$ cat src/rtl/ssod_pkg.sv
// Shared types, widths and codes for the distance switch block.
package ssod_pkg;

  localparam int COUNT_BITS_DEF = 16;

  localparam int DIST_W     = 20;  // distance in tenths
  localparam int DQ_W       = 17;  // distance in whole units
  localparam int HYST_W     = 16;
  localparam int THR_W      = 16;
  localparam int MODE_W     = 3;
  localparam int PER_W      = 10;
  localparam int DLY_W      = 16;
  localparam int STEP_W     = 4;
  localparam int ALU_MIN_W  = 16;
  localparam int CFG_IDX_W  = 4;
  localparam int CFG_DATA_W = 16;
  localparam int IN_TDATA_W = 40;
  localparam int OUT_TDATA_W = 8;

  localparam logic [PER_W-1:0] MS_PER_S = 10'd1000;

  // divide by ten as x * ceil(2^23 / 10) >> 23, exact for x below 2^22
  localparam int                RECIP_SH  = 23;
  localparam logic [DIST_W-1:0] RECIP_TEN = 20'd838861;

  // register indexes
  localparam logic [CFG_IDX_W-1:0] REG_OUTPUT_TYPE   = 4'd0;
  localparam logic [CFG_IDX_W-1:0] REG_NORMALLY_OPEN = 4'd1;
  localparam logic [CFG_IDX_W-1:0] REG_COMPARE_MODE  = 4'd2;
  localparam logic [CFG_IDX_W-1:0] REG_THRESHOLD_ONE = 4'd3;
  localparam logic [CFG_IDX_W-1:0] REG_THRESHOLD_TWO = 4'd4;
  localparam logic [CFG_IDX_W-1:0] REG_DELAY_MODE    = 4'd5;
  localparam logic [CFG_IDX_W-1:0] REG_PERIOD_MS     = 4'd6;
  localparam logic [CFG_IDX_W-1:0] REG_DELAY_TIME    = 4'd7;

  // delay modes
  localparam logic [MODE_W-1:0] DLY_OFF    = 3'd0;
  localparam logic [MODE_W-1:0] DLY_ON     = 3'd1;
  localparam logic [MODE_W-1:0] DLY_OFFD   = 3'd2;
  localparam logic [MODE_W-1:0] DLY_ON_OFF = 3'd3;
  localparam logic [MODE_W-1:0] DLY_PULSE  = 3'd4;

  // output status codes
  localparam logic [1:0] ST_OFF      = 2'd0;
  localparam logic [1:0] ST_ON       = 2'd1;
  localparam logic [1:0] ST_INACTIVE = 2'd2;

  typedef struct packed {
    logic              output_type;
    logic              normally_open;
    logic              compare_mode;
    logic [THR_W-1:0]  threshold_one;
    logic [THR_W-1:0]  threshold_two;
    logic [MODE_W-1:0] delay_mode;
    logic [PER_W-1:0]  period_ms;
    logic [DLY_W-1:0]  delay_time;
  } cfg_t;

  // npn_level in bit 0
  typedef struct packed {
    logic       detect_state;
    logic [1:0] output_status;
    logic       pnp_level;
    logic       npn_level;
  } res_t;

endpackage

$ cat src/rtl/ssod_alu.sv
// Shared add/subtract unit used by the divide and multiply sequencer.
module ssod_alu #(
  parameter int W = 16
) (
  input  logic [W-1:0] a,
  input  logic [W-1:0] b,
  input  logic         sub,
  output logic [W-1:0] res,
  output logic         cout
);

  assign {cout, res} = {1'b0, a} + {1'b0, (sub ? ~b : b)} + (W+1)'(sub);

endmodule

$ cat src/rtl/ssod_seq.sv
// Sequencer: distance/10 by reciprocal multiply, 1000/period and delay limit on one shared adder.
module ssod_seq import ssod_pkg::*; #(
  parameter int COUNT_BITS = COUNT_BITS_DEF
) (
  input  logic                  clk,
  input  logic                  rst,
  input  logic                  start,
  input  logic [DIST_W-1:0]     distance_tenths,
  input  logic [PER_W-1:0]      period_ms,
  input  logic [DLY_W-1:0]      delay_time,
  output logic                  done,
  output logic [DQ_W-1:0]       dist_units,
  output logic [COUNT_BITS-1:0] limit
);

  localparam int AW = (COUNT_BITS > ALU_MIN_W) ? COUNT_BITS : ALU_MIN_W;

  localparam logic [1:0] S_IDLE  = 2'd0;
  localparam logic [1:0] S_DIV10 = 2'd1;
  localparam logic [1:0] S_DIVP  = 2'd2;
  localparam logic [1:0] S_MUL   = 2'd3;

  logic [1:0]        state;
  logic [STEP_W-1:0] step;
  logic [AW-1:0]     acc;
  logic [DIST_W-1:0] quo;
  logic [PER_W-1:0]  fac;

  logic [AW-1:0]       rem_sh;
  logic [AW-1:0]       alu_a;
  logic [AW-1:0]       alu_b;
  logic                alu_sub;
  logic [AW-1:0]       alu_res;
  logic                alu_cout;
  logic [AW-1:0]       div_acc_next;
  logic [DIST_W-1:0]   quo_next;
  logic [AW-1:0]       mul_acc_next;
  logic [2*DIST_W-1:0] recip_prod;

  // restoring divide: shift in next dividend bit, trial subtract
  // multiply: acc = 2*acc + (factor bit ? delay_time : 0), MSB first
  always_comb begin
    rem_sh  = {acc[AW-2:0], quo[DIST_W-1]};
    alu_sub = (state != S_MUL);
    if (state == S_MUL) begin
      alu_a = {acc[AW-2:0], 1'b0};
      alu_b = fac[PER_W-1] ? AW'(delay_time) : '0;
    end else begin
      alu_a = rem_sh;
      alu_b = AW'(period_ms);
    end
  end

  ssod_alu #(.W(AW)) u_alu (
    .a    (alu_a),
    .b    (alu_b),
    .sub  (alu_sub),
    .res  (alu_res),
    .cout (alu_cout)
  );

  // no borrow (cout high) means the subtract fits
  assign div_acc_next = alu_cout ? alu_res : rem_sh;
  assign quo_next     = {quo[DIST_W-2:0], alu_cout};
  assign mul_acc_next = AW'(alu_res[COUNT_BITS-1:0]);

  // tenths to whole units, one constant multiply
  assign recip_prod = (2*DIST_W)'(quo) * (2*DIST_W)'(RECIP_TEN);

  always_ff @(posedge clk) begin
    if (rst) begin
      state <= S_IDLE;
      done  <= 1'b0;
    end else begin
      done <= 1'b0;
      case (state)
        S_IDLE: begin
          if (start) begin
            quo   <= distance_tenths;
            acc   <= '0;
            step  <= '0;
            state <= S_DIV10;
          end
        end
        S_DIV10: begin
          dist_units <= recip_prod[RECIP_SH +: DQ_W];
          if (period_ms == '0) begin
            done  <= 1'b1;
            state <= S_IDLE;
          end else begin
            quo   <= {MS_PER_S, (DIST_W - PER_W)'(0)};
            state <= S_DIVP;
          end
        end
        S_DIVP: begin
          acc  <= div_acc_next;
          quo  <= quo_next;
          step <= step + 1'b1;
          if (step == STEP_W'(PER_W - 1)) begin
            fac   <= quo_next[PER_W-1:0];
            acc   <= '0;
            step  <= '0;
            state <= S_MUL;
          end
        end
        S_MUL: begin
          acc  <= mul_acc_next;
          fac  <= {fac[PER_W-2:0], 1'b0};
          step <= step + 1'b1;
          if (step == STEP_W'(PER_W - 1)) begin
            limit <= mul_acc_next[COUNT_BITS-1:0];
            done  <= 1'b1;
            state <= S_IDLE;
          end
        end
        default: state <= S_IDLE;
      endcase
    end
  end

endmodule

$ cat src/rtl/ssod_eval.sv
// Comparator, output timing stage and pin drive state.
module ssod_eval import ssod_pkg::*; #(
  parameter int COUNT_BITS = COUNT_BITS_DEF
) (
  input  logic                  clk,
  input  logic                  rst,
  input  logic                  step,
  input  cfg_t                  cfg,
  input  logic [DQ_W-1:0]       dist_units,
  input  logic [HYST_W-1:0]     hyst,
  input  logic                  over,
  input  logic                  shorted,
  input  logic [COUNT_BITS-1:0] limit,
  output res_t                  res
);

  localparam int CW = DQ_W + 1;

  logic                  detect_flag;
  logic [1:0]            output_flag;
  logic [COUNT_BITS-1:0] delay_count;
  logic                  npn_pin;
  logic                  pnp_pin;

  logic                  detect_next;
  logic [1:0]            output_next;
  logic [COUNT_BITS-1:0] count_next;
  logic                  npn_next;
  logic                  pnp_next;

  logic [THR_W-1:0]      lo;
  logic [THR_W-1:0]      hi;
  logic [THR_W-1:0]      hi_sel;
  logic [CW-1:0]         dh;
  logic [CW-1:0]         hi_h;
  logic [CW-1:0]         lo_h;
  logic                  set_cond;
  logic                  clr_cond;
  logic                  differ;
  logic                  prev_on;
  logic                  on;
  logic [COUNT_BITS-1:0] cnt_inc;
  logic                  expired;
  logic                  tick_cnt;

  // comparator; thresholds minus hysteresis moved to the distance side
  always_comb begin
    lo     = (cfg.threshold_one > cfg.threshold_two) ? cfg.threshold_two : cfg.threshold_one;
    hi     = (cfg.threshold_one > cfg.threshold_two) ? cfg.threshold_one : cfg.threshold_two;
    hi_sel = cfg.compare_mode ? hi : cfg.threshold_one;
    dh     = CW'(dist_units) + CW'(hyst);
    hi_h   = CW'(hi_sel) + CW'(hyst);
    lo_h   = CW'(lo) + CW'(hyst);
    set_cond = (dh < CW'(hi_sel)) && (!cfg.compare_mode || (CW'(dist_units) > lo_h));
    clr_cond = (CW'(dist_units) > hi_h) || (cfg.compare_mode && (dh < CW'(lo)));
    if (over) begin
      detect_next = 1'b0;
    end else if (detect_flag) begin
      detect_next = !clr_cond;
    end else begin
      detect_next = set_cond;
    end
  end

  // timing stage
  always_comb begin
    differ   = ({1'b0, detect_next} != output_flag);
    prev_on  = (output_flag != ST_OFF);
    on       = prev_on;
    cnt_inc  = delay_count + 1'b1;
    expired  = (cnt_inc >= limit);
    tick_cnt = 1'b0;
    count_next = delay_count;
    if (differ) begin
      case (cfg.delay_mode)
        DLY_OFF: on = detect_next;
        DLY_ON: begin
          if (detect_next) begin
            tick_cnt = 1'b1;
            if (expired) on = 1'b1;
          end else begin
            count_next = '0;
            on = 1'b0;
          end
        end
        DLY_OFFD: begin
          if (!detect_next) begin
            tick_cnt = 1'b1;
            if (expired) on = 1'b0;
          end else begin
            count_next = '0;
            on = 1'b1;
          end
        end
        DLY_ON_OFF: begin
          tick_cnt = 1'b1;
          if (expired) on = detect_next;
        end
        DLY_PULSE: begin
          if (prev_on) begin
            tick_cnt = 1'b1;
            if (expired) on = 1'b0;
          end else begin
            count_next = '0;
            on = detect_next;
          end
        end
        default: ;
      endcase
    end else begin
      count_next = '0;
    end
    if (tick_cnt) begin
      count_next = expired ? '0 : cnt_inc;
    end

    // unselected pin always cleared
    npn_next    = cfg.output_type ? 1'b0 : npn_pin;
    pnp_next    = cfg.output_type ? pnp_pin : 1'b0;
    output_next = output_flag;
    if (cfg.period_ms == '0) begin
      count_next = delay_count;
    end else if (shorted) begin
      output_next = ST_INACTIVE;
    end else if (on) begin
      if (output_flag != ST_ON) begin
        if (cfg.output_type) pnp_next = cfg.normally_open;
        else                 npn_next = cfg.normally_open;
        output_next = ST_ON;
      end
    end else begin
      if (output_flag != ST_OFF) begin
        if (cfg.output_type) pnp_next = !cfg.normally_open;
        else                 npn_next = !cfg.normally_open;
        output_next = ST_OFF;
      end
    end
  end

  always_ff @(posedge clk) begin
    if (rst) begin
      detect_flag <= 1'b0;
      output_flag <= ST_OFF;
      delay_count <= '0;
      npn_pin     <= 1'b0;
      pnp_pin     <= 1'b0;
    end else if (step) begin
      detect_flag <= detect_next;
      output_flag <= output_next;
      delay_count <= count_next;
      npn_pin     <= npn_next;
      pnp_pin     <= pnp_next;
    end
  end

  assign res = '{detect_state: detect_flag, output_status: output_flag,
                 pnp_level: pnp_pin, npn_level: npn_pin};

endmodule

$ cat src/rtl/sensor_switch_output_with_delay.sv
// Top level of the distance switch: channels, configuration and sequencing.
//
// Usage notes:
// - Input stream (s_tvalid/s_tready/s_tdata) carries one distance request:
//   distance in tenths, hysteresis, over-range and short-circuit flags.
// - Output stream (m_tvalid/m_tready/m_tdata) returns one result per request:
//   NPN pin, PNP pin, output status and comparator state.
// - Config channel (cfg_valid/cfg_ready/cfg_index/cfg_data) writes one
//   register per handshake; cfg_ready is always high. Indexes 8..15 are ignored.
//   Write registers only while no request is in flight.
// - One request at a time: with a nonzero period a request passes the
//   divide-by-ten, 10 steps of 1000/period, 10 steps of the limit multiply,
//   evaluate and output load; period zero skips 1000/period and the multiply.
//   Divide-by-ten is a constant reciprocal multiply; the period divide and the
//   limit multiply share one adder in the sequencer; s_tready is low meanwhile.
// - Result sits in an output register, so a new request is taken while the
//   previous result still waits. If the receiver stalls with a result already
//   waiting, the next finished result holds until the register frees.
// - Reset (synchronous, active high) restores the default registers, clears
//   comparator, timing and pin state and drops m_tvalid.
module sensor_switch_output_with_delay import ssod_pkg::*; #(
  parameter int COUNT_BITS = COUNT_BITS_DEF
) (
  input  logic                   clk,
  input  logic                   rst,
  // distance_tenths[19:0], hysteresis[35:20], over_range[36],
  // short_circuit[37], zero pad [39:38]
  input  logic [IN_TDATA_W-1:0]  s_tdata,
  input  logic                   s_tvalid,
  output logic                   s_tready,
  // npn_level[0], pnp_level[1], output_status[3:2], detect_state[4], pad [7:5]
  output logic [OUT_TDATA_W-1:0] m_tdata,
  output logic                   m_tvalid,
  input  logic                   m_tready,
  input  logic                   cfg_valid,
  output logic                   cfg_ready,
  input  logic [CFG_IDX_W-1:0]   cfg_index,
  input  logic [CFG_DATA_W-1:0]  cfg_data
);

  localparam logic [1:0] T_IDLE = 2'd0;
  localparam logic [1:0] T_RUN  = 2'd1;
  localparam logic [1:0] T_HOLD = 2'd2;

  logic [1:0]            state;
  cfg_t                  cfg;
  logic [HYST_W-1:0]     hyst;
  logic                  over;
  logic                  shorted;
  logic                  start;
  logic                  seq_done;
  logic [DQ_W-1:0]       dist_units;
  logic [COUNT_BITS-1:0] limit;
  res_t                  res;
  logic                  out_load;

  assign cfg_ready = 1'b1;
  assign s_tready  = (state == T_IDLE);
  assign start     = s_tvalid && s_tready;
  assign out_load  = (state == T_HOLD) && (!m_tvalid || m_tready);

  // configuration registers
  always_ff @(posedge clk) begin
    if (rst) begin
      cfg.output_type   <= 1'b0;
      cfg.normally_open <= 1'b1;
      cfg.compare_mode  <= 1'b0;
      cfg.threshold_one <= '0;
      cfg.threshold_two <= '0;
      cfg.delay_mode    <= DLY_OFF;
      cfg.period_ms     <= PER_W'(1);
      cfg.delay_time    <= '0;
    end else if (cfg_valid && cfg_ready) begin
      case (cfg_index)
        REG_OUTPUT_TYPE:   cfg.output_type   <= cfg_data[0];
        REG_NORMALLY_OPEN: cfg.normally_open <= cfg_data[0];
        REG_COMPARE_MODE:  cfg.compare_mode  <= cfg_data[0];
        REG_THRESHOLD_ONE: cfg.threshold_one <= cfg_data[THR_W-1:0];
        REG_THRESHOLD_TWO: cfg.threshold_two <= cfg_data[THR_W-1:0];
        REG_DELAY_MODE:    cfg.delay_mode    <= cfg_data[MODE_W-1:0];
        REG_PERIOD_MS:     cfg.period_ms     <= cfg_data[PER_W-1:0];
        REG_DELAY_TIME:    cfg.delay_time    <= cfg_data[DLY_W-1:0];
        default: ;
      endcase
    end
  end

  // side fields held for the evaluate cycle
  always_ff @(posedge clk) begin
    if (start) begin
      hyst    <= s_tdata[DIST_W +: HYST_W];
      over    <= s_tdata[DIST_W + HYST_W];
      shorted <= s_tdata[DIST_W + HYST_W + 1];
    end
  end

  // request control and output register
  always_ff @(posedge clk) begin
    if (rst) begin
      state    <= T_IDLE;
      m_tvalid <= 1'b0;
    end else begin
      if (out_load) begin
        m_tvalid <= 1'b1;
      end else if (m_tready) begin
        m_tvalid <= 1'b0;
      end
      case (state)
        T_IDLE: if (start) state <= T_RUN;
        T_RUN:  if (seq_done) state <= T_HOLD;
        T_HOLD: if (out_load) state <= T_IDLE;
        default: state <= T_IDLE;
      endcase
    end
  end

  always_ff @(posedge clk) begin
    if (out_load) begin
      m_tdata <= OUT_TDATA_W'(res);
    end
  end

  ssod_seq #(.COUNT_BITS(COUNT_BITS)) u_seq (
    .clk             (clk),
    .rst             (rst),
    .start           (start),
    .distance_tenths (s_tdata[DIST_W-1:0]),
    .period_ms       (cfg.period_ms),
    .delay_time      (cfg.delay_time),
    .done            (seq_done),
    .dist_units      (dist_units),
    .limit           (limit)
  );

  ssod_eval #(.COUNT_BITS(COUNT_BITS)) u_eval (
    .clk        (clk),
    .rst        (rst),
    .step       (seq_done),
    .cfg        (cfg),
    .dist_units (dist_units),
    .hyst       (hyst),
    .over       (over),
    .shorted    (shorted),
    .limit      (limit),
    .res        (res)
  );

  // one request in flight: no accept right after an accept
  a_one_at_a_time: assert property (@(posedge clk) disable iff (rst)
    (s_tvalid && s_tready) |=> !s_tready)
    else $error("request accepted while previous one still running");

  // no result shows both pins set; each step clears the unselected pin
  a_one_pin: assert property (@(posedge clk) disable iff (rst)
    m_tvalid |-> !(m_tdata[0] && m_tdata[1]))
    else $error("both output pins set in a result");

  // over-range forces the comparator off
  a_over_off: assert property (@(posedge clk) disable iff (rst)
    (seq_done && over) |=> !res.detect_state)
    else $error("detect set after an over-range request");

endmodule

$ cat config.mk
export PLATFORM = sky130hd
export DESIGN_NAME = sensor_switch_output_with_delay
export DESIGN_NICKNAME = d
export VERILOG_FILES = /design/src/rtl/ssod_pkg.sv /design/src/rtl/ssod_alu.sv /design/src/rtl/ssod_seq.sv /design/src/rtl/ssod_eval.sv /design/src/rtl/sensor_switch_output_with_delay.sv
export SDC_FILE = /design/constraint.sdc
export NUM_CORES = 1
export LEC_CHECK = 0
export BUFFER_PORTS_ARGS = -buffer_cell sky130_fd_sc_hd__buf_2
export CORE_MARGIN = 2
export CORE_UTILIZATION = 45
export DETAILED_ROUTE_END_ITERATION = 7
export SLEW_MARGIN = 20
export SYNTH_ARGS = -nofsm -noshare
export SYNTH_HDL_FRONTEND = slang
export SYNTH_SLANG_ARGS = --single-unit
$ cat constraint.sdc
create_clock -name clk -period 7.3 [get_ports clk]
set_input_delay 1.095 -clock clk [delete_from_list [all_inputs] [get_ports clk]]
set_output_delay 1.095 -clock clk [all_outputs]
set_load 0.01 [all_outputs]
==> results of run 1 <==
==> state kept, by name, indices dropped and copies added, names as in the netlist, 2 cells and up, named ones only <==
name                cells
cfg                    64
hyst                   16
m_tdata                 5
state                   2
u_eval.delay_count     16
u_eval.output_flag      2
u_seq.acc              15
u_seq.dist_units       17
u_seq.fac              10
u_seq.limit            16
u_seq.quo              20
u_seq.step              4
==> repair_timing <==
item                                    4_1_cts  5_1_grt
pin swaps                                    26       46
hold endpoints to repair                      0        0
buffers inserted                              7       10
gates cloned                                  1        2
endpoints found under the setup margin       20       22
resized for setup                            35       97
==> layer usage <==
metal,GRT usage,routed length (microns),vias to the layer above
met1,0.287,23700,7609
li1,-,-,7855
met5,0,0,-
met2,0.396,25800,284
met3,0.0280,1810,73
met4,0.0863,1690,0
==> tightest hold or removal path: cells and delay by family (launching register included) <==
family             cells  cell delay, ns
DFF                    1            0.32
and+or+nand+nor        1            0.05
AOI/OAI and AO/OA      1            0.05
==> cells in the mapped netlist (10+ instances only) <==
| library cell | number | share of area |
|---|---|---|
| sky130_fd_sc_hd__nand4_1 | 21 | 0.0064 |
| sky130_fd_sc_hd__nor2_1 | 110 | 0.020 |
| sky130_fd_sc_hd__edfxtp_1 | 105 | 0.15 |
| sky130_fd_sc_hd__a211oi_1 | 11 | 0.0041 |
| sky130_fd_sc_hd__mux2_2 | 33 | 0.018 |
| sky130_fd_sc_hd__and2_1 | 10 | 0.0031 |
| sky130_fd_sc_hd__o21a_1 | 11 | 0.0041 |
| sky130_fd_sc_hd__clkbuf_1 | 44 | 0.0081 |
| sky130_fd_sc_hd__nand2b_1 | 25 | 0.0077 |
| sky130_fd_sc_hd__ha_1 | 370 | 0.23 |
| sky130_fd_sc_hd__xnor2_1 | 64 | 0.028 |
| sky130_fd_sc_hd__and3_1 | 11 | 0.0034 |
| sky130_fd_sc_hd__a21oi_1 | 137 | 0.034 |
| sky130_fd_sc_hd__or3_1 | 12 | 0.0037 |
| sky130_fd_sc_hd__nand3_1 | 68 | 0.017 |
| sky130_fd_sc_hd__xor2_1 | 21 | 0.0090 |
| sky130_fd_sc_hd__nor2b_1 | 16 | 0.0049 |
| sky130_fd_sc_hd__nand2_1 | 179 | 0.033 |
| sky130_fd_sc_hd__fa_1 | 143 | 0.14 |
| sky130_fd_sc_hd__a21o_1 | 58 | 0.021 |
| sky130_fd_sc_hd__dfxtp_1 | 91 | 0.089 |
| sky130_fd_sc_hd__o21ai_0 | 80 | 0.020 |
| sky130_fd_sc_hd__mux2i_1 | 32 | 0.016 |
| sky130_fd_sc_hd__inv_1 | 365 | 0.067 |
| sky130_fd_sc_hd__nor3_1 | 27 | 0.0066 |
==> stage by stage <==
stage	area [sq um]	hold WS (ns)
6_report	23900	0.461
3_5_place_dp	22500	0.447
3_3_place_gp	22500	0.442
4_1_cts	23300	0.460
5_1_grt	23900	0.477
2_1_floorplan	20400	0.406
==> path summary, 6_finish.rpt <==
check             startpoint                      to  cells past startpoint
hold / removal        cfg[4]                  cfg[4]                      2
setup / recovery     cfg[43]  u_eval.delay_count[14]                     33
setup reg to reg     cfg[43]  u_eval.delay_count[14]                     33
hold reg to reg       cfg[4]                  cfg[4]                      2
==> cell families (layout without fill, tap and decap cells) <==
kind of cell | after synthesis | in the layout | synth area share
and+or+nand+nor | 515 | 515 | 0.119
adders and majority gates | 513 | 513 | 0.368
buffers and inverters | 423 | 643 | 0.0791
AOI/OAI and AO/OA | 385 | 386 | 0.119
DFF | 196 | 196 | 0.244
xor gates and xnor gates | 85 | 85 | 0.0365
muxes | 65 | 65 | 0.0340
other | 2 | 4 | 0.000369
==> final cells by class <==
class,instances,area (sq um),share of cell area
multi-input cells,1568,14500,0.606
repair buffers,245,1720,0.0720
clock buffers,17,425,0.0178
inverters,366,1380,0.0575
well taps,592,741,0.0310
flip-flops and latches,196,4990,0.208
clock inverters,15,174,0.00727
==> PnR_summary.wiki, run 1 <==
{| class="wikitable"
! Metric !! Value
|-
| Clock tree from TritonCTS || yes
|-
| Worst Setup Path Type || reg2reg
|-
| Layout Area Growth over Synthesis || 17.4%
|-
| Detailed-route wire length per cell || 17.7 microns
|-
| Yosys cell types || 77
|-
| Count of TritonRoute iterations in the first routing pass || 5
|-
| Number of top-level pins || 76
|-
| CTS buffer count || 17
|-
| Max stage delay cell, worst path || sky130_fd_sc_hd__or4_4
|-
| Post-Synthesis Cell Area || 20400 sq um
|-
| Buffer and inverter count on the worst path || 3
|-
| Dpl hpwl || 43100 microns
|-
| Number of instances in the synthesized netlist || 2184
|-
| Number of violations reported at the end of detailed-routing iteration 0 || 905
|-
| Vias in the first global route || 16200
|-
| Vias per Instance || 5.28
|-
| Routability congestion estimate from global placement || 0.975
|-
| Slew of the pin with the lowest slew margin || 1.13 ns
|-
| Hold Fails Final Rpt || 0
|-
| Initial core utilization || 0.459
|-
| PnR worst setup slack || 0.0989 ns
|-
| Fin Clk Skew || 0.0192 ns
|-
| # H-tree levels || 4
|-
| Synthesized flop and latch total || 196
|-
| Syn. warnings || 0
|-
| Crit path time final || 7.20 ns
|-
| Fraction of final layout cells sized beyond drive strength 1 || 0.177
|-
| Remaining DRCs || 0
|-
| Number of flops mapped to enable cells by yosys || 105
|-
| Maximum capacitance violations || 0
|-
| Skew-Pair Late Insertion Delay || 0.47 ns
|-
| Longest Clk Path Bufs || 2
|-
| Maximum cell stage delay along the critical path || 0.53 ns
|-
| CTS sink count || 196
|-
| Final worst-path cycle share || 0.986
|-
| Critical path required time || 7.69 ns
|-
| Setup repair after global routing missed its margin || yes
|-
| Global-route congestion overflow total || 0
|-
| FF-to-FF setup slack || 0.1 ns
|-
| Number of nets in the layout || 2972
|-
| Antenna Violating Nets Remaining || 0
|-
| Critical path data arrival time || 7.59 ns
|-
| Filler instances || 4000
|-
| Setup violators final || 0
|-
| Pin count of the biggest net entering global routing || 70
|-
| Synthesized area per cell || 9.33 sq um
|-
| Outcome || completed
|-
| Main synth FF type || sky130_fd_sc_hd__edfxtp_1
|-
| Cell chosen for the clock root || sky130_fd_sc_hd__clkbuf_16
|-
| Clock transition at path regs || 0.08 ns
|-
| Cell count after placement || 2947
|-
| TNS Setup || 0 ns
|-
| Startpoint kind of the worst setup timing path || flop
|-
| Worst hold-check path type || reg2reg
|-
| Most prevalent standard cell on the critical path || sky130_fd_sc_hd__a21o_1
|-
| Die span in x || 217 microns
|-
| Post-Layout Cell Count || 2999
|-
| Wire length of the first global-routing pass || 83400 microns
|-
| Cell class contributing the biggest share of worst-path delay || compound AO/OA/AOI/OAI gates
|-
| Worst max-slew margin expressed relative to the limit || 0.245
|-
| Register area share after synthesis || 0.244
|-
| Largest fanout on the critical path || 7
|-
| Most frequent cells in the layout || sky130_fd_sc_hd__inv_1, sky130_fd_sc_hd__ha_1, sky130_fd_sc_hd__nand2_1
|-
| End-of-flow core utilization || 0.539
|-
| Via count || 15800
|-
| Core footprint || 44400 sq um
|-
| Share of async-settable or async-resettable flops after synthesis || 0
|-
| Antenna cell count || 0
|-
| Total track usage || 0.227
|-
| Initial antenna violation count || 0
|-
| Wirelength, routed || 53000 microns
|-
| Area of the die || 47000 sq um
|-
| Maximum frequency from static timing analysis || 139 MHz
|-
| Pre-CTS setup slack || -0.442 ns
|-
| # port buffers || 69
|-
| Vert. Die Dim || 217 microns
|-
| Sort of element at the end of the critical path || flop
|-
| # rows || 77
|-
| Most common cell after layout, fill and taps aside || sky130_fd_sc_hd__inv_1
|-
| Hold-fix buffers at CTS || 0
|-
| Max-slew violation count || 0
|}
Power of run 1 is left out: the tool's default activity adds up to more than one toggle a clock period on the data nets, which glitch-free logic cannot reach.
==> run 2, diff against run 1 <==
--- a/config.mk
+++ b/config.mk
@@ -5,6 +5,7 @@
 export SDC_FILE = /design/constraint.sdc
 export NUM_CORES = 1
 export LEC_CHECK = 0
+export ABC_AREA = 1
 export BUFFER_PORTS_ARGS = -buffer_cell sky130_fd_sc_hd__buf_2
 export CORE_MARGIN = 2
 export CORE_UTILIZATION = 45
==> PnR_summary.wiki, run 2 <==
{| class="wikitable"
! Metric !! Value
|-
| Outcome || completed
|-
| FF-to-FF setup slack || 0.62 ns
|-
| Dpl hpwl || 41900 microns
|-
| # rows || 78
|-
| Wirelength, routed || 51400 microns
|-
| Timing endpoint of the critical path || u_eval.delay_count[2]
|-
| Synth top area share || 0.225
|-
| Vias in the first global route || 16000
|-
| # H-tree levels || 4
|-
| Initial antenna violation count || 2
|-
| Number of instances in the synthesized netlist || 2450
|-
| Fin Clk Skew || 0.0221 ns
|-
| Syn. warnings || 0
|-
| Count of TritonRoute iterations in the first routing pass || 5
|-
| Initial core utilization || 0.455
|-
| Largest fanout on the critical path || 9
|-
| Setup violators final || 0
|-
| Startpoint of the worst register-to-register path || cfg[44]
|-
| Skew-Pair Late Insertion Delay || 0.49 ns
|-
| Max stage delay cell, worst path || sky130_fd_sc_hd__fa_1
|-
| Maximum capacitance violations || 0
|-
| Clock transition at path regs || 0.08 ns
|-
| Hold-fix buffers at CTS || 0
|-
| Layout Area Growth over Synthesis || 9.13%
|-
| Antenna cell count || 0
|-
| Total track usage || 0.222
|-
| Synth top cells by count || sky130_fd_sc_hd__inv_1, sky130_fd_sc_hd__ha_1, sky130_fd_sc_hd__nand2_1, sky130_fd_sc_hd__a21oi_1, sky130_fd_sc_hd__o21ai_0
|-
| Worst hold-check path type || reg2reg
|-
| CTS sink count || 196
|-
| Register area share after synthesis || 0.241
|-
| Critical Path Source || cfg[44]
|-
| Wire length of the first global-routing pass || 82500 microns
|-
| Global-route congestion overflow total || 0
|-
| Crit path time final || 6.68 ns
|-
| Share of async-settable or async-resettable flops after synthesis || 0
|-
| Maximum frequency from static timing analysis || 150 MHz
|-
| CTS buffer count || 17
|-
| Fraction of final layout cells sized beyond drive strength 1 || 0.0655
|-
| Slew of the pin with the lowest slew margin || 1.05 ns
|-
| Most common cell in the synthesized netlist || sky130_fd_sc_hd__inv_1
|-
| Max-slew violation count || 0
|-
| Vias per Instance || 5.17
|-
| # port buffers || 69
|-
| TNS Setup || 0 ns
|-
| Synthesized area per cell || 8.41 sq um
|-
| Number of nets in the layout || 3099
|-
| Post-Synthesis Cell Area || 20600 sq um
|-
| Cell depth of the worst flop-to-flop path || 40
|-
| Routability congestion estimate from global placement || 0.922
|-
| Flip-flop count of the largest register, all copies and words added || 64
|-
| Vert. Die Dim || 218 microns
|-
| Number of violations reported at the end of detailed-routing iteration 0 || 1105
|-
| Remaining DRCs || 0
|-
| Registers with the most flip-flops || cfg x64, u_seq.quo x20, u_seq.dist_units x17
|-
| Critical path data arrival time || 7.04 ns
|-
| Worst max-slew margin expressed relative to the limit || 0.300
|-
| Clock tree from TritonCTS || yes
|-
| Pin count of the biggest net entering global routing || 69
|-
| Cell types occupying the most area after synthesis || sky130_fd_sc_hd__ha_1, sky130_fd_sc_hd__edfxtp_1, sky130_fd_sc_hd__fa_1, sky130_fd_sc_hd__inv_1, sky130_fd_sc_hd__dfxtp_1
|-
| Critical path required time || 7.65 ns
|-
| Sort of element at the end of the critical path || flop
|-
| Main synth FF type || sky130_fd_sc_hd__edfxtp_1
|-
| Detailed-route wire length per cell || 16.4 microns
|-
| Yosys cell types || 49
|-
| Final worst-path cycle share || 0.915
|-
| Area of the die || 47500 sq um
|-
| Pre-CTS setup slack || 0.0817 ns
|-
| Worst Setup Path Type || reg2reg
|-
| Via count || 16200
|-
| Startpoint kind of the worst setup timing path || flop
|-
| PnR worst setup slack || 0.619 ns
|-
| Hold Fails Final Rpt || 0
|-
| Number of top-level pins || 76
|-
| Most frequent cells in the layout || sky130_fd_sc_hd__inv_1, sky130_fd_sc_hd__ha_1, sky130_fd_sc_hd__nand2_1
|-
| Maximum cell stage delay along the critical path || 0.40 ns
|-
| Synthesized flop and latch total || 196
|-
| Library cell with the largest summed area after synthesis || sky130_fd_sc_hd__ha_1
|-
| Largest Register || cfg
|-
| Die span in x || 218 microns
|-
| Worst hold margin || 0.467 ns
|-
| Cell chosen for the clock root || sky130_fd_sc_hd__clkbuf_16
|-
| Number of flops mapped to enable cells by yosys || 105
|-
| Filler instances || 4356
|-
| Core footprint || 45300 sq um
|-
| Longest Clk Path Bufs || 2
|-
| Antenna Violating Nets Remaining || 0
|-
| Endpoint of the lowest-slack register-to-register path || u_eval.delay_count[2]
|-
| Most common cell after layout, fill and taps aside || sky130_fd_sc_hd__inv_1
|}
==> run 2: cell types whose count changed after synthesis, moves of 45 or more <==
cell / before / now
sky130_fd_sc_hd__inv_1: 365 / 500
sky130_fd_sc_hd__a21o_1: 58 / 7
sky130_fd_sc_hd__o21ai_0: 80 / 179
sky130_fd_sc_hd__a21oi_1: 137 / 188
sky130_fd_sc_hd__nand2_1: 179 / 319
sky130_fd_sc_hd__nor2_1: 110 / 155
==> run 2: cell type report <==
class	instances	area, sq um	area share
well taps	600	751	0.0334
clock inverters	13	161	0.00718
clock buffers	19	454	0.0202
repair buffers	96	576	0.0256
inverters	504	1890	0.0841
flip-flops and latches	196	4970	0.221
multi-input cells	1706	13700	0.608
==> run 2: logic make-up after synthesis <==
logic type | after synthesis | share of synthesized area
AOI/OAI and AO/OA | 454 | 0.121
xor gates and xnor gates | 90 | 0.0383
DFF | 196 | 0.241
other | 2 | 0.000365
and+or+nand+nor | 643 | 0.133
adders and majority gates | 513 | 0.364
buffers and inverters | 552 | 0.102
==> run 2: worst min path at each step <==
stage / startpoint / end / slack [ns] / cells past startpoint
after global placement: u_eval.npn_pin / m_tdata[0] / 0.45 / 0
after floorplan: u_eval.npn_pin / m_tdata[0] / 0.43 / 0
after global routing: u_eval.pnp_pin / m_tdata[1] / 0.48 / 0
after CTS: u_eval.npn_pin / m_tdata[0] / 0.47 / 0
final: u_eval.delay_count[9] / u_eval.delay_count[9] / 0.47 / 2
after detailed placement: u_eval.npn_pin / m_tdata[0] / 0.45 / 0
==> run 2: critical path, delay by kind of cell (launching register included) <==
kind	cells	cell delay, ns
flops	1	0.33
fa+ha+maj	4	1.20
simple gates	18	2.20
compound gates	13	2.19
buf+inv	5	0.60
==> run 2: stage by stage <==
step	utilization	cell area (sq um)	instances
after floorplan	-	20600	2452
after global placement	0.478	21600	3089
after detailed placement	0.478	21600	3090
after CTS	0.492	22300	3122
after global routing	0.496	22500	3134
final	0.496	22500	3134
==> run 2: what timing repair did <==
action | CTS | global route
endpoints found under the hold margin | 0 | 0
setup buffers | 0 | 10
setup endpoints to repair | 0 | 20
resized for setup | 0 | 34
==> run 2: per-layer routing <==
metal | wire length [microns] | vias to the layer above | track usage | share of wire
li1 | - | 8177 | - | -
met1 | 23900 | 7633 | 0.296 | 0.47
met2 | 24200 | 323 | 0.372 | 0.47
met3 | 2340 | 59 | 0.0388 | 0.045
met4 | 879 | 4 | 0.0560 | 0.017
met5 | 26 | - | 0 | 0.00051
Power of run 2 is left out for the same reason.
==> run 3, diff against run 2 <==
--- a/config.mk
+++ b/config.mk
@@ -10,6 +10,7 @@
 export CORE_MARGIN = 2
 export CORE_UTILIZATION = 45
 export DETAILED_ROUTE_END_ITERATION = 7
+export PLACE_DENSITY = 0.61
 export SLEW_MARGIN = 20
 export SYNTH_ARGS = -nofsm -noshare
 export SYNTH_HDL_FRONTEND = slang
==> PnR_summary.wiki, run 3 (synthesis gave the netlist of run 2 again) <==
{| class="wikitable"
! Metric !! Value
|-
| Cell class contributing the biggest share of worst-path delay || simple AND/OR/NAND/NOR gates
|-
| Filler instances || 4293
|-
| Worst hold-check path type || reg2reg
|-
| Most common cell after layout, fill and taps aside || sky130_fd_sc_hd__inv_1
|-
| Area of the die || 47500 sq um
|-
| Maximum capacitance violations || 0
|-
| Largest fanout on the critical path || 8
|-
| Sort of element at the end of the critical path || flop
|-
| Critical path data arrival time || 7.24 ns
|-
| Worst Setup Path Type || reg2reg
|-
| Vias per Instance || 5.18
|-
| Detailed-route wire length per cell || 16.2 microns
|-
| # port buffers || 69
|-
| Core footprint || 45300 sq um
|-
| Final worst-path cycle share || 0.939
|-
| Vias in the first global route || 16000
|-
| Fraction of final layout cells sized beyond drive strength 1 || 0.0646
|-
| Global-route congestion overflow total || 0
|-
| Layout Area Growth over Synthesis || 9.20%
|-
| CTS buffer count || 17
|-
| Hold Fails Final Rpt || 0
|-
| Dpl hpwl || 41200 microns
|-
| # H-tree levels || 4
|-
| Dpl cell area || 21600 sq um
|-
| Count of TritonRoute iterations in the first routing pass || 7
|-
| Number of violations reported at the end of detailed-routing iteration 0 || 1119
|-
| Worst max-slew margin expressed relative to the limit || 0.367
|-
| Slew of the pin with the lowest slew margin || 0.948 ns
|-
| Startpoint kind of the worst setup timing path || flop
|-
| Worst hold margin || 0.471 ns
|-
| Maximum frequency from static timing analysis || 146 MHz
|-
| Vert. Die Dim || 218 microns
|-
| Clock tree from TritonCTS || yes
|-
| Die span in x || 218 microns
|-
| Critical path required time || 7.68 ns
|-
| Wire length of the first global-routing pass || 81400 microns
|-
| Antenna Violating Nets Remaining || 0
|-
| Setup violators final || 0
|-
| Final Instance Area || 22500 sq um
|-
| Most prevalent standard cell on the critical path || sky130_fd_sc_hd__nand2_1
|-
| CTS sink count || 196
|-
| Maximum cell stage delay along the critical path || 0.44 ns
|-
| Max stage delay cell, worst path || sky130_fd_sc_hd__fa_1
|-
| Remaining DRCs || 0
|-
| Most frequent cells in the layout || sky130_fd_sc_hd__inv_1, sky130_fd_sc_hd__ha_1, sky130_fd_sc_hd__nand2_1
|-
| Initial core utilization || 0.455
|-
| Largest Register || cfg
|-
| Cell chosen for the clock root || sky130_fd_sc_hd__clkbuf_16
|-
| Crit path time final || 6.86 ns
|-
| Routability congestion estimate from global placement || 0.930
|-
| Clock transition at path regs || 0.08 ns
|-
| Total track usage || 0.220
|-
| Initial antenna violation count || 2
|-
| Max-slew violation count || 0
|-
| Outcome || completed
|-
| Via count || 16300
|-
| Wirelength, routed || 50900 microns
|-
| Longest Clk Path Bufs || 2
|-
| Buffer and inverter count on the worst path || 5
|-
| Number of nets in the layout || 3103
|-
| Fin Clk Skew || 0.0299 ns
|-
| Pin count of the biggest net entering global routing || 68
|-
| Number of top-level pins || 76
|-
| Flip-flop count of the largest register, all copies and words added || 64
|-
| Registers with the most flip-flops || cfg x64, u_seq.quo x20, u_seq.dist_units x17
|-
| # rows || 78
|-
| Skew-Pair Late Insertion Delay || 0.50 ns
|-
| End-of-flow core utilization || 0.497
|}
run 3: changes by cell type in the layout (fill, tap and decap cells not counted), sizes merged:
cell / before / now
buf: 96 / 100
bufinv: 1 / 0
clkbuf: 19 / 18
clkinv: 12 / 8
diode: 0 / 1
inv: 504 / 510
run 3: layout make-up:
| class | count | area (sq um) | area share |
|---|---|---|---|
| timing repair buffer | 100 | 602 | 0.0268 |
| antenna | 1 | 2.50 | 0.000111 |
| multi-input combinational | 1706 | 13600 | 0.606 |
| tap | 600 | 751 | 0.0334 |
| clock inverter | 14 | 183 | 0.00812 |
| clock buffer | 18 | 450 | 0.0200 |
| sequential | 196 | 4970 | 0.221 |
| inverter | 504 | 1890 | 0.0841 |
run 3: routing by layer:
metal  global-route usage  share of wire  vias up
li1                     -              -     8204
met4               0.0637          0.021        4
met3               0.0361          0.045       67
met1                0.294           0.47     7665
met2                0.365           0.47      333
met5                    0        0.00053        -
run 3: what timing repair did:
action / CTS / global route
setup buffers: 0 / 13
resized for setup: 0 / 23
endpoints found under the setup margin: 0 / 20
hold buffers: 0 / 0
run 3: path summary, 6_finish.rpt:
| check | start | slack (ns) | end | cells after the start |
|---|---|---|---|---|
| max | cfg[42] | 0.44 | u_eval.delay_count[1] | 41 |
| min | u_eval.delay_count[9] | 0.47 | u_eval.delay_count[9] | 2 |
| max reg2reg | cfg[42] | 0.44 | u_eval.delay_count[1] | 41 |
| min reg2reg | u_eval.delay_count[9] | 0.47 | u_eval.delay_count[9] | 2 |
run 3: worst reg2reg max path: cells and delay by family, from the launching register on:
kind | cells | cell delay (ns)
DFF | 1 | 0.34
and+or+nand+nor | 20 | 2.58
AOI/OAI and AO/OA | 13 | 2.07
adders and majority gates | 3 | 1.01
buffers and inverters | 5 | 0.71
run 3: stage by stage:
step / TNS, ns / std cells / setup WS [ns]
3_3_place_gp: 0 / 3090 / 0.182
5_1_grt: -0.0918 / 3138 / -0.0417
4_1_cts: 0 / 3122 / 0.00282
3_5_place_dp: 0 / 3090 / 0.0497
6_report: 0 / 3139 / 0.442
2_1_floorplan: 0 / 2452 / 1.42
Power of run 3 is left out for the same reason.
